<file path="src/rtl/core/sexe_pkg.sv">
// Shared types, constants and helpers for the single-executor election block.
// No dependencies; imported by sexe_core and single_executor_election_top.
`default_nettype none

package sexe_pkg;

	localparam int unsigned MAX_THREADS = 16;
	localparam int unsigned MAX_TAGS    = 16;

	localparam int unsigned TID_W  = 4;   // thread id width
	localparam int unsigned SLOT_W = 4;   // tag slot / ring position width
	localparam int unsigned CNT_W  = 4;   // arrival counter width
	localparam int unsigned REG_W  = 5;   // config register width

	// config register indexes
	localparam logic REG_THREAD_COUNT = 1'b0;
	localparam logic REG_TAG_COUNT    = 1'b1;

	localparam logic [REG_W-1:0] THREAD_COUNT_RST = REG_W'(1);
	localparam logic [REG_W-1:0] TAG_COUNT_RST    = REG_W'(MAX_TAGS);

	// clamped round configuration seen by the election logic
	typedef struct packed {
		logic [REG_W-1:0] threads;
		logic [REG_W-1:0] tags;
	} cfg_t;

	// one election result
	typedef struct packed {
		logic              granted;
		logic [SLOT_W-1:0] slot;
	} res_t;

	// map 0 to 1 and anything above hi to hi
	function automatic logic [REG_W-1:0] clamp_cnt(input logic [REG_W-1:0] v,
	                                               input logic [REG_W-1:0] hi);
		logic [REG_W-1:0] r;
		r = v;
		if (v == '0)
			r = REG_W'(1);
		else if (v > hi)
			r = hi;
		return r;
	endfunction

endpackage

`default_nettype wire

</file>
<file path="src/rtl/core/sexe_core.sv">
// Election tables (arrival counters and per-thread ring positions) with their
// read-modify-write: combinational read, registered write. Depends on sexe_pkg.
`default_nettype none

module sexe_core (
	input  wire logic                       clk,
	input  wire logic                       arst_n,
	input  wire logic                       en,
	input  wire logic [sexe_pkg::TID_W-1:0] tid,
	input  wire sexe_pkg::cfg_t             cfg,
	output sexe_pkg::res_t                  res
);
	import sexe_pkg::*;

	logic [CNT_W-1:0]  arrival_q  [MAX_TAGS];
	logic [SLOT_W-1:0] position_q [MAX_THREADS];

	logic              tid_ok;
	logic              single;
	logic [SLOT_W-1:0] pos;
	logic [SLOT_W-1:0] slot;
	logic [CNT_W-1:0]  cnt;
	logic [CNT_W-1:0]  cnt_nxt;
	logic [SLOT_W-1:0] pos_nxt;
	logic              upd;

	always_comb begin
		tid_ok = {1'b0, tid} < cfg.threads;
		single = cfg.threads == REG_W'(1);
		pos    = position_q[tid];
		// a position left beyond a lowered tag count restarts at slot 0
		slot   = ({1'b0, pos} >= cfg.tags) ? '0 : pos;
		cnt    = arrival_q[slot];
		if (cnt == '0)
			cnt_nxt = CNT_W'(1);
		else if ({1'b0, cnt} >= cfg.threads - REG_W'(1))
			cnt_nxt = '0;
		else
			cnt_nxt = cnt + CNT_W'(1);
		pos_nxt = ({1'b0, slot} + REG_W'(1) >= cfg.tags) ? '0 : slot + SLOT_W'(1);
		upd     = en && tid_ok && !single;

		if (!tid_ok) begin
			res.granted = 1'b0;
			res.slot    = '0;
		end else if (single) begin
			res.granted = 1'b1;
			res.slot    = pos;
		end else begin
			res.granted = cnt == '0;
			res.slot    = slot;
		end
	end

	always_ff @(posedge clk or negedge arst_n) begin
		if (!arst_n) begin
			for (int i = 0; i < MAX_TAGS; i++)
				arrival_q[i] <= '0;
			for (int i = 0; i < MAX_THREADS; i++)
				position_q[i] <= '0;
		end else if (upd) begin
			arrival_q[slot] <= cnt_nxt;
			position_q[tid] <= pos_nxt;
		end
	end

endmodule

`default_nettype wire

</file>
<file path="src/rtl/core/single_executor_election_top.sv">
// Single-executor election: input register, table update, result register.
// Throughput: one item per cycle while a full result register is not held by out_ready;
// each item's table read-modify-write is done in the input-register stage as it advances.
// Reset clears both tables and returns thread_count to 1, tag_count to 16.
// Depends on sexe_pkg and sexe_core.
`default_nettype none

module single_executor_election_top (
	input  wire logic                        clk,
	input  wire logic                        arst_n,
	input  wire logic                        in_valid,
	output logic                             in_ready,
	input  wire logic [sexe_pkg::TID_W-1:0]  thread_id,
	output logic                             out_valid,
	input  wire logic                        out_ready,
	output logic                             granted,
	output logic [sexe_pkg::SLOT_W-1:0]      slot_used,
	input  wire logic                        cfg_we,
	input  wire logic                        cfg_index,
	input  wire logic [sexe_pkg::REG_W-1:0]  cfg_data
);
	import sexe_pkg::*;

	logic [REG_W-1:0] thread_count_q;
	logic [REG_W-1:0] tag_count_q;
	logic             v_s1;
	logic [TID_W-1:0] tid_s1;
	logic             adv_s1;
	cfg_t             cfg;
	res_t             res;

	always_ff @(posedge clk or negedge arst_n) begin
		if (!arst_n) begin
			thread_count_q <= THREAD_COUNT_RST;
			tag_count_q    <= TAG_COUNT_RST;
		end else if (cfg_we) begin
			case (cfg_index)
				REG_THREAD_COUNT: thread_count_q <= cfg_data;
				REG_TAG_COUNT:    tag_count_q    <= cfg_data;
				default:          ;
			endcase
		end
	end

	always_comb begin
		cfg.threads = clamp_cnt(thread_count_q, REG_W'(MAX_THREADS));
		cfg.tags    = clamp_cnt(tag_count_q, REG_W'(MAX_TAGS));
	end

	// stage 1 moves on when the result register is free or being drained
	assign adv_s1   = v_s1 && (!out_valid || out_ready);
	assign in_ready = !v_s1 || adv_s1;

	always_ff @(posedge clk or negedge arst_n) begin
		if (!arst_n)
			v_s1 <= 1'b0;
		else if (in_ready)
			v_s1 <= in_valid;
	end

	always_ff @(posedge clk) begin
		if (in_valid && in_ready)
			tid_s1 <= thread_id;
	end

	sexe_core u_core (
		.clk    (clk),
		.arst_n (arst_n),
		.en     (adv_s1),
		.tid    (tid_s1),
		.cfg    (cfg),
		.res    (res)
	);

	always_ff @(posedge clk or negedge arst_n) begin
		if (!arst_n)
			out_valid <= 1'b0;
		else if (adv_s1)
			out_valid <= 1'b1;
		else if (out_ready)
			out_valid <= 1'b0;
	end

	always_ff @(posedge clk) begin
		if (adv_s1) begin
			granted   <= res.granted;
			slot_used <= res.slot;
		end
	end

	// an accepted item always lands in stage 1
	a_accept_fills_s1: assert property (@(posedge clk) disable iff (!arst_n)
		(in_valid && in_ready) |=> v_s1)
		else $error("accepted item not held in stage 1");

	// a thread id outside the round gives a refused result on slot 0
	a_bad_tid_refused: assert property (@(posedge clk) disable iff (!arst_n)
		(adv_s1 && ({1'b0, tid_s1} >= cfg.threads))
		|=> (out_valid && !granted && slot_used == '0))
		else $error("out-of-round thread produced a non-null result");

	// a single-thread round always grants
	a_single_grants: assert property (@(posedge clk) disable iff (!arst_n)
		(adv_s1 && cfg.threads == REG_W'(1) && tid_s1 == '0) |=> (out_valid && granted))
		else $error("single-thread round refused a request");

	// in a multi-thread round the counted slot lies inside the ring
	a_slot_in_ring: assert property (@(posedge clk) disable iff (!arst_n)
		(adv_s1 && cfg.threads != REG_W'(1) && ({1'b0, tid_s1} < cfg.threads))
		|-> ({1'b0, res.slot} < cfg.tags))
		else $error("slot outside the tag ring");

endmodule

`default_nettype wire

</file>
<file path="config.mk">
export PLATFORM = sky130hd
export DESIGN_NAME = single_executor_election_top
export DESIGN_NICKNAME = d
export VERILOG_FILES = /design/src/rtl/core/sexe_pkg.sv /design/src/rtl/core/sexe_core.sv /design/src/rtl/core/single_executor_election_top.sv
export SDC_FILE = /design/constraint.sdc
export NUM_CORES = 1
export LEC_CHECK = 0
export BUFFER_PORTS_ARGS = -buffer_cell sky130_fd_sc_hd__buf_4
export CAP_MARGIN = 0
export CORE_ASPECT_RATIO = 2
export CORE_MARGIN = 2
export CORE_UTILIZATION = 55
export DETAILED_ROUTE_END_ITERATION = 16
export GPL_TIMING_DRIVEN = 0
export PLACE_DENSITY = 0.79
export SETUP_SLACK_MARGIN = 0.2
export SLEW_MARGIN = 20
export SYNTH_ARGS = -nofsm -noshare
export SYNTH_HDL_FRONTEND = slang
export SYNTH_HIERARCHICAL = 1
export SYNTH_SLANG_ARGS = --single-unit
export TNS_END_PERCENT = 5
</file>
<file path="constraint.sdc">
create_clock -name clk -period 7.1 [get_ports clk]
set_clock_uncertainty 0.15 [all_clocks]
set_input_delay 0 -clock clk [delete_from_list [all_inputs] [get_ports clk]]
set_output_delay 0 -clock clk [all_outputs]
set_load 0.005 [all_outputs]
</file>
**Yosys cells after proc, flatten, opt, wreduce, memory -nomap -nowiden**

Index checks and enable logic that the tools add are counted.

- Register bits: 149
- Input port bits: 15
- Output and inout port bits: 7

- Add/subtract/negate cells: 4
- Magnitude comparators: 10
- Eq/ne operators: 1
- Mux-type cells: 23
- Bitwise gates (word level): 3
- Reduce and logical (&&, ||, !) cells: 17

Operators by type and width:

| cell | number |
|---|---|
| 64-bit bitwise mux | 2 |
| 4-bit 2-to-1 mux | 10 |
| 4-bit binary-select mux with 4-bit select | 2 |
| 4-bit demux with 4-bit select | 2 |
| 5-bit 2-to-1 mux | 5 |
| 4-bit by 5-bit >= comparator with 1-bit output | 2 |
| 5-bit >= comparator, second input constant | 2 |
| 5-bit > comparator, second input constant | 2 |
| 5-bit logical NOT | 2 |
| 5-bit by 1-bit < comparator with 1-bit output, second input constant | 2 |
| 4-bit NOT with 5-bit output | 2 |
| 4-bit by 1-bit adder with 4-bit output, second input constant | 2 |
| 1-bit logical AND | 6 |
| 4-bit by 1-bit adder with 5-bit output, second input constant | 1 |
| 5-bit by 1-bit equality test with 1-bit output, second input constant | 1 |
| 5-bit >= comparator | 1 |
| 4-bit by 5-bit < comparator with 1-bit output | 1 |
| 5-bit by 1-bit subtractor with 5-bit output, second input constant | 1 |
| 4-bit logical NOT | 1 |
| 2-bit AND reduction | 2 |
| 1-bit logical NOT | 3 |
| 1-bit logical OR | 2 |
| 1-bit 2-to-1 mux | 2 |
| 2-bit nonzero test | 1 |
| 1-bit NOT | 1 |

**Depth between registers and ports, before layout**

Gate-level depths: netlist (run 1).

- Word-level depth: 14
- Gate-level depth with buffers: 28

**Cells and area by module**

The synthesis (run 1) kept the hierarchy.

Modules (own cells, without submodules):

| module | times used | cells an instance | area an instance (µm²) |
|---|---|---|---|
| sexe_core | 1 | 672 | 7380.8 |
| single_executor_election_top | 1 | 53 | 843.3 |

**Worst setup path before layout (run 1)**

OpenSTA, ideal clock, no wires.

- Kind: flip-flop to flip-flop
- Start point: register tid_s1[1]
- End point: register u_core/arrival_q[51] (netlist bit)
- Data arrival time: 6169 ps
- Slack: 713 ps
- Stages on the path, launching flop included: 27
- Buffers on the path: 5
- Cell sequence: edfxtp_1 buf_6 mux4_1 mux2i_4 mux2_4 inv_2 buf_4 ha_1 o21ai_0 o21ai_0 a221oi_1 nor3_1 a311oi_1 a211oi_1 a311o_1 buf_6 clkbuf_1 inv_1 ha_1 a21o_1 a21oi_1 nor2b_1 o21ai_1 clkbuf_1 nand4_1 or4_1 nand3_1

- Longest elaborated chain between the ends: 14
- Elaborated cells on any way between the ends: 24

Ends and longest elaborated chain:

| item | line | source |
|---|---|---|
| start, declared | single_executor_election_top.sv:27 | `logic [TID_W-1:0] tid_s1;` |
| start signal, assigned | single_executor_election_top.sv:63 | `tid_s1 <= thread_id;` |
| 4-bit NOT with 5-bit output (not written as such) | sexe_core.sv:30 | `pos = position_q[tid];` |
| 4-bit binary-select mux with 4-bit select | sexe_core.sv:30 |  |
| 4-bit 2-to-1 mux (not written as such) (2 in a row) | sexe_core.sv:30 |  |
| 4-bit by 5-bit >= comparator with 1-bit output | sexe_core.sv:32 | `slot = ({1'b0, pos} >= cfg.tags) ? '0 : pos;` |
| 4-bit 2-to-1 mux | sexe_core.sv:32 |  |
| 4-bit NOT with 5-bit output (not written as such) | sexe_core.sv:33, sexe_core.sv:62 |  |
| 4-bit binary-select mux with 4-bit select | sexe_core.sv:33 | `cnt = arrival_q[slot];` |
| 4-bit 2-to-1 mux (not written as such) (2 in a row) | sexe_core.sv:33 |  |
| 4-bit by 1-bit adder with 4-bit output / 4-bit by 5-bit >= comparator with 1-bit output (equally long branches) | sexe_core.sv:39, sexe_core.sv:36 |  |
| 4-bit 2-to-1 mux | sexe_core.sv:36 | `else if ({1'b0, cnt} >= cfg.threads - REG_W'(1))` |
| 4-bit 2-to-1 mux | sexe_core.sv:34 | `if (cnt == '0)` |
| 64-bit bitwise mux | sexe_core.sv:62 | `arrival_q[slot] <= cnt_nxt;` |
| end signal, assigned by index | sexe_core.sv:62 |  |
| end, declared | sexe_core.sv:15 | `logic [CNT_W-1:0] arrival_q [MAX_TAGS];` |

Parallel ways exist; a longest one is shown, timed or not. The select of a mux whose other input is x is not followed.
A chain may end at the register's enable or synchronous reset.

**Worst setup path after layout (run 1)**

- Start point: register tid_s1[1]
- End point: register u_core/arrival_q[35] (netlist bit)

The elaborated chain is that of the path after synthesis.

==> metrics, run 1 <==
post-synthesis mux area share 22.4%; HPWL after detailed placement 18.4 mm; die height around 180 microns; synthesized instance count 725; post-synthesis average cell area 11.3 sq um; Slew Limit Fails 0; cell area after synthesis around 8200 sq um; status finished, final reports clean; Post-Syn Nets 764; Seq/Total Area, Yosys between 40% and 50%; first-pass GRT wire length roughly 39 mm; CP max-delay cell mux4_1; Chip Width between 90 and 100 microns; die area about 16000 sq um; CTS max path bufs 2; Starting Density a little under three fifths; Rows 63; Pleak 4.35 nW; fraction of layout cells with a size suffix above 1 32.1%; worst-path fanout max 10; fin cells between 1000 and 1500; Bufs and invs on worst path 9; met2 Use GR 61.2%; GR peak layer met2; worst min path class input port to flop; initial antenna violation count 0; Total Routed Length between 20 and 30 mm; CTS Sinks about 150; Antenna Violating Nets Remaining 0; unrepaired setup endpoints after global routing true; Synth Area in Simple Gates around 15%; CP Class flop to flop; Hold Vio Cnt, Final 0; Inserted Clock Buffers 17; period utilization a little under 100%; # nets final about 850; register area about 3800 sq um; power per cell area between 400 and 500 nW/um^2; max_cap viols 0; Synth-to-Final Area Change 18.8%; largest family of logic cells by synthesized area multiplexers; GP Congestion approximately 1; Worst-Margin Slew just over 1 ns; drt pass-1 iters 6; total inserted antenna cells 0; Compound-Gate Fraction of Synth Area approximately 8.4%; Worst Path Arrival between 7 and 8 ns; GRT overflow 0; vias in the first global route around 7000; fillcell total approximately 1100; TNS Setup 0 ns; met3 Use GR ~5%; final setup vio count 0; Worst setup EP type flop; via/cell ratio 6.51; CP max stage delay roughly 0.63 ns; drt first-iter violations slightly below 600; Main synth FF type dfrtp_1; M1 GR Usage between 30% and 40%; Adder-Cell Fraction of Synth Area roughly 3.7%; Tmin final approximately 7 ns; Via Count approximately 6600; number of enable flip-flop cells after synthesis 9; cell mode on critical path buf_4; CP Data Required Time 7.32 ns; Worst-path clk slew ~0.070 ns; maximum vdd drop ~0.29 mV; Root Driver clkbuf_16; placed insts approximately 950; crit-path leading delay family simple AND/OR/NAND/NOR gates; worst skew pair latency roughly 0.43 ns; DR WL/cell roughly 25 microns; library cells used by synthesis 69; Async SR Flop Fraction a little over nine tenths; Post-route DRC 0; pin count of the biggest net entering global routing 85; All-Layer GR Usage 32.9%; CTS tree done; normalized max-slew margin ~31%; Port Buf Inserts 21; area of the multi-input gates around 4200 sq um; startpoint types flop; XOR/XNOR Fraction of Synth Area less than 1%; Yosys warning count 6; core area roughly 15000 sq um; IO Count 22; flops & latches, synth approximately 150; Fmax ~0.14 GHz; htree depth 4
sequential cells by signal (all words and copies together), names as in the netlist:
name / cells
slot_used: 4
out_valid: 1
granted: 1
tid_s1: 4
u_core/position_q: 64
tag_count_q: 5
u_core/arrival_q: 64
thread_count_q: 5
v_s1: 1
worst reg2reg max path: cells and delay by family (launching register included):
| kind | cells | cell delay (ns) |
|---|---|---|
| flops | 1 | 0.42 |
| fa+ha+maj | 2 | 0.50 |
| compound gates | 6 | 1.37 |
| buf+inv | 9 | 1.63 |
| mux | 3 | 1.10 |
| simple gates | 8 | 1.67 |
Yosys cell counts (all sizes together), types with 5 or more instances:
cell type	instances	area (sq um)
nand2b	8	50.1
o21ai	47	235
a21oi	9	48.8
nor2	33	126
mux2	113	1290
nor2b	13	88.8
or4	17	128
nor3	29	145
and2	6	37.5
mux4	16	375
a21o	7	52.6
nand3	42	210
nand4	18	113
clkbuf	19	75.1
nand2	58	225
xnor2	5	43.8
buf	24	170
a32o	5	50.1
dfrtp	138	3450
mux2i	12	170
inv	22	87.6
ha	24	300
edfxtp	9	270
what timing repair did:
action	in CTS	in global routing
resized for setup	24	17
hold buffers	22	0
buffers inserted	11	8
pin swaps	5	5
setup endpoints to repair	110	68
endpoints found under the hold margin	158	0
logic make-up after synthesis:
logic type / count (synthesis)
simple gates: 239
flops: 149
mux: 141
compound gates: 100
buf+inv: 67
fa+ha+maj: 24
xor+xnor: 5
final timing paths:
kind,start,end,slack [ns],cells past startpoint
worst min register to register,u_core/arrival_q[58],u_core/arrival_q[58],0.34,2
worst min-delay path,thread_id[1],tid_s1[1],0.14,2
max in group asynchronous,arst_n,thread_count_q[0],5.88,4
worst max-delay path,tid_s1[1],u_core/arrival_q[35],0.19,28
min in group asynchronous,arst_n,u_core/arrival_q[15],0.51,4
worst max register to register,tid_s1[1],u_core/arrival_q[35],0.19,28
cells in the final DEF (no fill, tap or decap), types with 3 or more instances in the layout:
cell / Yosys / routed
dfrtp_1: 138 / 138
mux2_2: 106 / 106
nand2_1: 57 / 57
buf_4: 4 / 46
nand3_1: 42 / 42
nor2_1: 32 / 28
nor3_1: 29 / 28
o21ai_0: 28 / 25
ha_1: 24 / 24
dlygate4sd3_1: 0 / 21
inv_1: 20 / 20
o21ai_1: 19 / 18
nand4_1: 18 / 18
clkbuf_16: 0 / 17
or4_1: 17 / 17
nor2b_1: 12 / 12
clkbuf_1: 16 / 12
mux4_2: 12 / 12
edfxtp_1: 9 / 9
buf_2: 9 / 9
a21oi_1: 8 / 8
nand2b_1: 8 / 8
inv_6: 1 / 7
a21o_1: 7 / 7
and2_1: 6 / 6
mux2_4: 6 / 6
mux2i_1: 8 / 6
mux2i_4: 4 / 5
buf_1: 5 / 5
clkbuf_2: 3 / 5
xnor2_1: 5 / 5
mux4_1: 4 / 4
buf_6: 5 / 4
a32o_1: 5 / 4
or3_1: 3 / 3
nand3b_1: 3 / 3
clkinv_4: 0 / 3
o21ai_2: 0 / 3
nor2_4: 0 / 3
a31oi_1: 3 / 3
power by group:
| group | switching [W] | total, W | internal [W] |
|---|---|---|---|
| Clock | 0.000388 | 0.000879 | 0.000491 |
| Combinational | 0.00121 | 0.00191 | 0.000698 |
| Sequential | 0.000120 | 0.00118 | 0.00106 |
per-stage QoR:
stage	area, sq um	worst slack (ns)	utilization [%]	power, W	hold WS [ns]
5_1_grt	9770	0.0811	66.3	0.00410	0.139
6_report	9770	0.190	66.3	0.00397	0.143
2_1_floorplan	8220	0.713	-	0.00223	-0.446
3_3_place_gp	8630	-1.42	58.5	0.00274	0.0286
3_5_place_dp	8680	-1.38	58.9	0.00282	-0.197
4_1_cts	9660	0.232	65.5	0.00382	0.126
area by class of cell:
cell class | instances | share of cell area (%)
clock buffer | 17 | 4.35
inverter | 24 | 0.973
timing repair buffer | 66 | 6.05
clock inverter | 15 | 1.49
sequential | 149 | 38.7
multi-input combinational | 509 | 43.3
tap | 195 | 2.50
buffer | 43 | 2.70
metal layers:
layer | share of wire, % | routed length [microns]
met5 | 0 | 0
met2 | 54 | 13800
met1 | 31 | 7990
met3 | 5.8 | 1500
met4 | 9.1 | 2330
(Power assumes the default switching activity.)
==> run 2, diff against run 1 <==
--- a/config.mk
+++ b/config.mk
@@ -11,7 +11,7 @@
 export CORE_MARGIN = 2
 export CORE_UTILIZATION = 55
 export DETAILED_ROUTE_END_ITERATION = 16
-export GPL_TIMING_DRIVEN = 0
+export GPL_TIMING_DRIVEN = 1
 export PLACE_DENSITY = 0.79
 export SETUP_SLACK_MARGIN = 0.2
 export SLEW_MARGIN = 20
==> metrics, run 2 (synthesis gave the netlist of run 1 again) <==
CTS max path bufs 2 (unchanged); All-Layer GR Usage 29.9% (-3.0 points); # nets final 814 (-4.1%); initial antenna violation count 0 (unchanged); Tmin final 6.59 ns (-0.322 ns); Worst Path Arrival 6.80 ns (-0.33 ns); Inserted Clock Buffers 17 (unchanged); IO Count 22 (unchanged); worst r2r src tid_s1[3]; met2 Use GR 54.3% (-6.9 points); Slew Limit Fails 0 (unchanged); Worst Reg-to-Reg Cells 25 (-11%); Top Registers u_core/arrival_q (64), u_core/position_q (64); max_cap viols 0 (unchanged); die height 177 microns (unchanged); drt pass-1 iters 5 (-1); startpoint types flop; worst skew pair latency 0.44 ns (about the same); crit-path leading delay family simple AND/OR/NAND/NOR gates; Worst-path clk slew 0.07 ns (about the same); Synth-to-Final Area Change 14.8%; die area 16000 sq um (unchanged); first-pass GRT wire length 36.6 mm (-5.2%); CP max-delay cell edfxtp_1; DR WL/cell 23.3 microns (-7.7%); period utilization 92.8% (-4.5 points); fillcell total 1115 (unchanged); Chip Width 90.5 microns (unchanged); Port Buf Inserts 21 (unchanged); CP Data Required Time 7.31 ns (about the same); unrepaired setup endpoints after global routing false; drt first-iter violations 620 (+4.7%); via/cell ratio 6.61 (+1.6%); Starting Density 55.8% (unchanged); cell mode on critical path buf_4; CTS tree done; met3 Use GR 4.39% (-0.60 points); Worst setup EP type flop; final setup vio count 0 (unchanged); commonest non-fill, non-tap cell in the layout dfrtp_1; CTS Sinks 149 (unchanged); total inserted antenna cells 0 (unchanged); power per cell area 397 nW/um^2 (-2.3%); HPWL after detailed placement 16.6 mm (-9.9%); Worst-Margin Slew 1.10 ns (+0.0609 ns); Bufs and invs on worst path 5 (-4); vias in the first global route 6693 (-3.7%); normalized max-slew margin 26.7% (-4.1 points); worst-path fanout max 18 (+8); Via Count 6500 (-1.9%); failing checks hold timing; Pleak 4.22 nW (-3.0%); htree depth 4 (unchanged); Fmax 0.152 GHz (+4.9%); GP Congestion 0.958 (-4.5%); Rows 63 (unchanged); fraction of layout cells with a size suffix above 1 29.3% (-2.8 points); Root Driver clkbuf_16; core area 14700 sq um (unchanged); GR peak layer met2; Total Routed Length 22.9 mm (-11%); CP max stage delay 0.56 ns (-0.07 ns); CP Class flop to flop; WHS -0.0255 ns (-0.169 ns); worst flop-to-flop path endpoint u_core/arrival_q[63]; worst min path class input port to asynchronous set/reset pin; Post-route DRC 0 (unchanged); M1 GR Usage 30.9% (+0.42 points); most frequent cells in the layout 138 x dfrtp_1, 106 x mux2_2, 57 x nand2_1; maximum vdd drop 0.246 mV (-14%); pin count of the biggest net entering global routing 73 (-14%); status finished with violations; TNS Setup 0 ns (unchanged); R2R setup slack 0.51 ns (+0.32 ns); Antenna Violating Nets Remaining 0 (unchanged); GRT overflow 0 (unchanged); Hold Vio Cnt, Final 19 (+19)
-- run 2: cell types whose count changed in the layout (fill, tap and decap cells not counted), sizes merged --
cell,before,now
buf,69,54
clkbuf,36,17
clkinv,6,3
clkinvlp,2,0
dlygate4sd3,21,20
inv,30,35
-- run 2: area by class of cell --
class / instances / area, sq um / area share, %
multi-input cells: 509 / 4110 / 43.6
flip-flops and latches: 149 / 3780 / 40.0
repair buffers: 74 / 609 / 6.46
clock buffers: 17 / 425 / 4.51
well taps: 195 / 244 / 2.58
clock inverters: 15 / 175 / 1.86
inverters: 24 / 95.1 / 1.01
-- run 2: power breakdown --
| group | internal [W] | switching, W | total (W) |
|---|---|---|---|
| registers | 0.00106 | 0.000139 | 0.00120 |
| logic | 0.000598 | 0.00103 | 0.00163 |
| clock network | 0.000505 | 0.000409 | 0.000914 |
-- run 2: routing by layer --
metal  up-vias  routed length (microns)
met5         -                        0
met4         0                     1750
met3       117                     1120
met2       361                    12300
met1      3233                     7670
li1       2789                        -
-- run 2: worst reg2reg max path: cells and delay by family (launching register included) --
kind	cells	cell delay, ns
flops	1	0.56
compound gates	6	1.44
simple gates	9	1.89
buf+inv	5	1.05
mux	3	0.86
fa+ha+maj	2	0.55
-- run 2: worst max path at each step --
stage	end	from	slack [ns]	cells after the start
6_report	u_core/arrival_q[63]	tid_s1[3]	0.51	25
5_1_grt	u_core/arrival_q[15]	tid_s1[3]	0.21	25
4_1_cts	u_core/arrival_q[23]	tid_s1[1]	0.20	24
3_5_place_dp	u_core/arrival_q[23]	tid_s1[1]	0.22	24
3_3_place_gp	u_core/arrival_q[47]	tid_s1[1]	0.36	24
2_1_floorplan	u_core/arrival_q[51]	tid_s1[1]	0.71	26
-- run 2: timing repair --
item / 4_1_cts / 5_1_grt
hold buffers: 20 / 0
setup buffers: 0 / 5
setup endpoints to repair: 0 / 78
hold endpoints to repair: 88 / 0
gates resized for setup: 0 / 2
-- run 2: stage by stage --
stage	area [sq um]	instances	total power (W)	util [%]	worst slack [ns]
finish	9440	983	0.00375	64.0	0.512
global route	9440	983	0.00392	64.0	0.206
CTS	9400	978	0.00370	63.8	0.203
detailed placement	8600	926	0.00277	58.3	0.220
global placement	8600	926	0.00269	58.3	0.363
floorplan	8220	725	0.00223	-	0.713
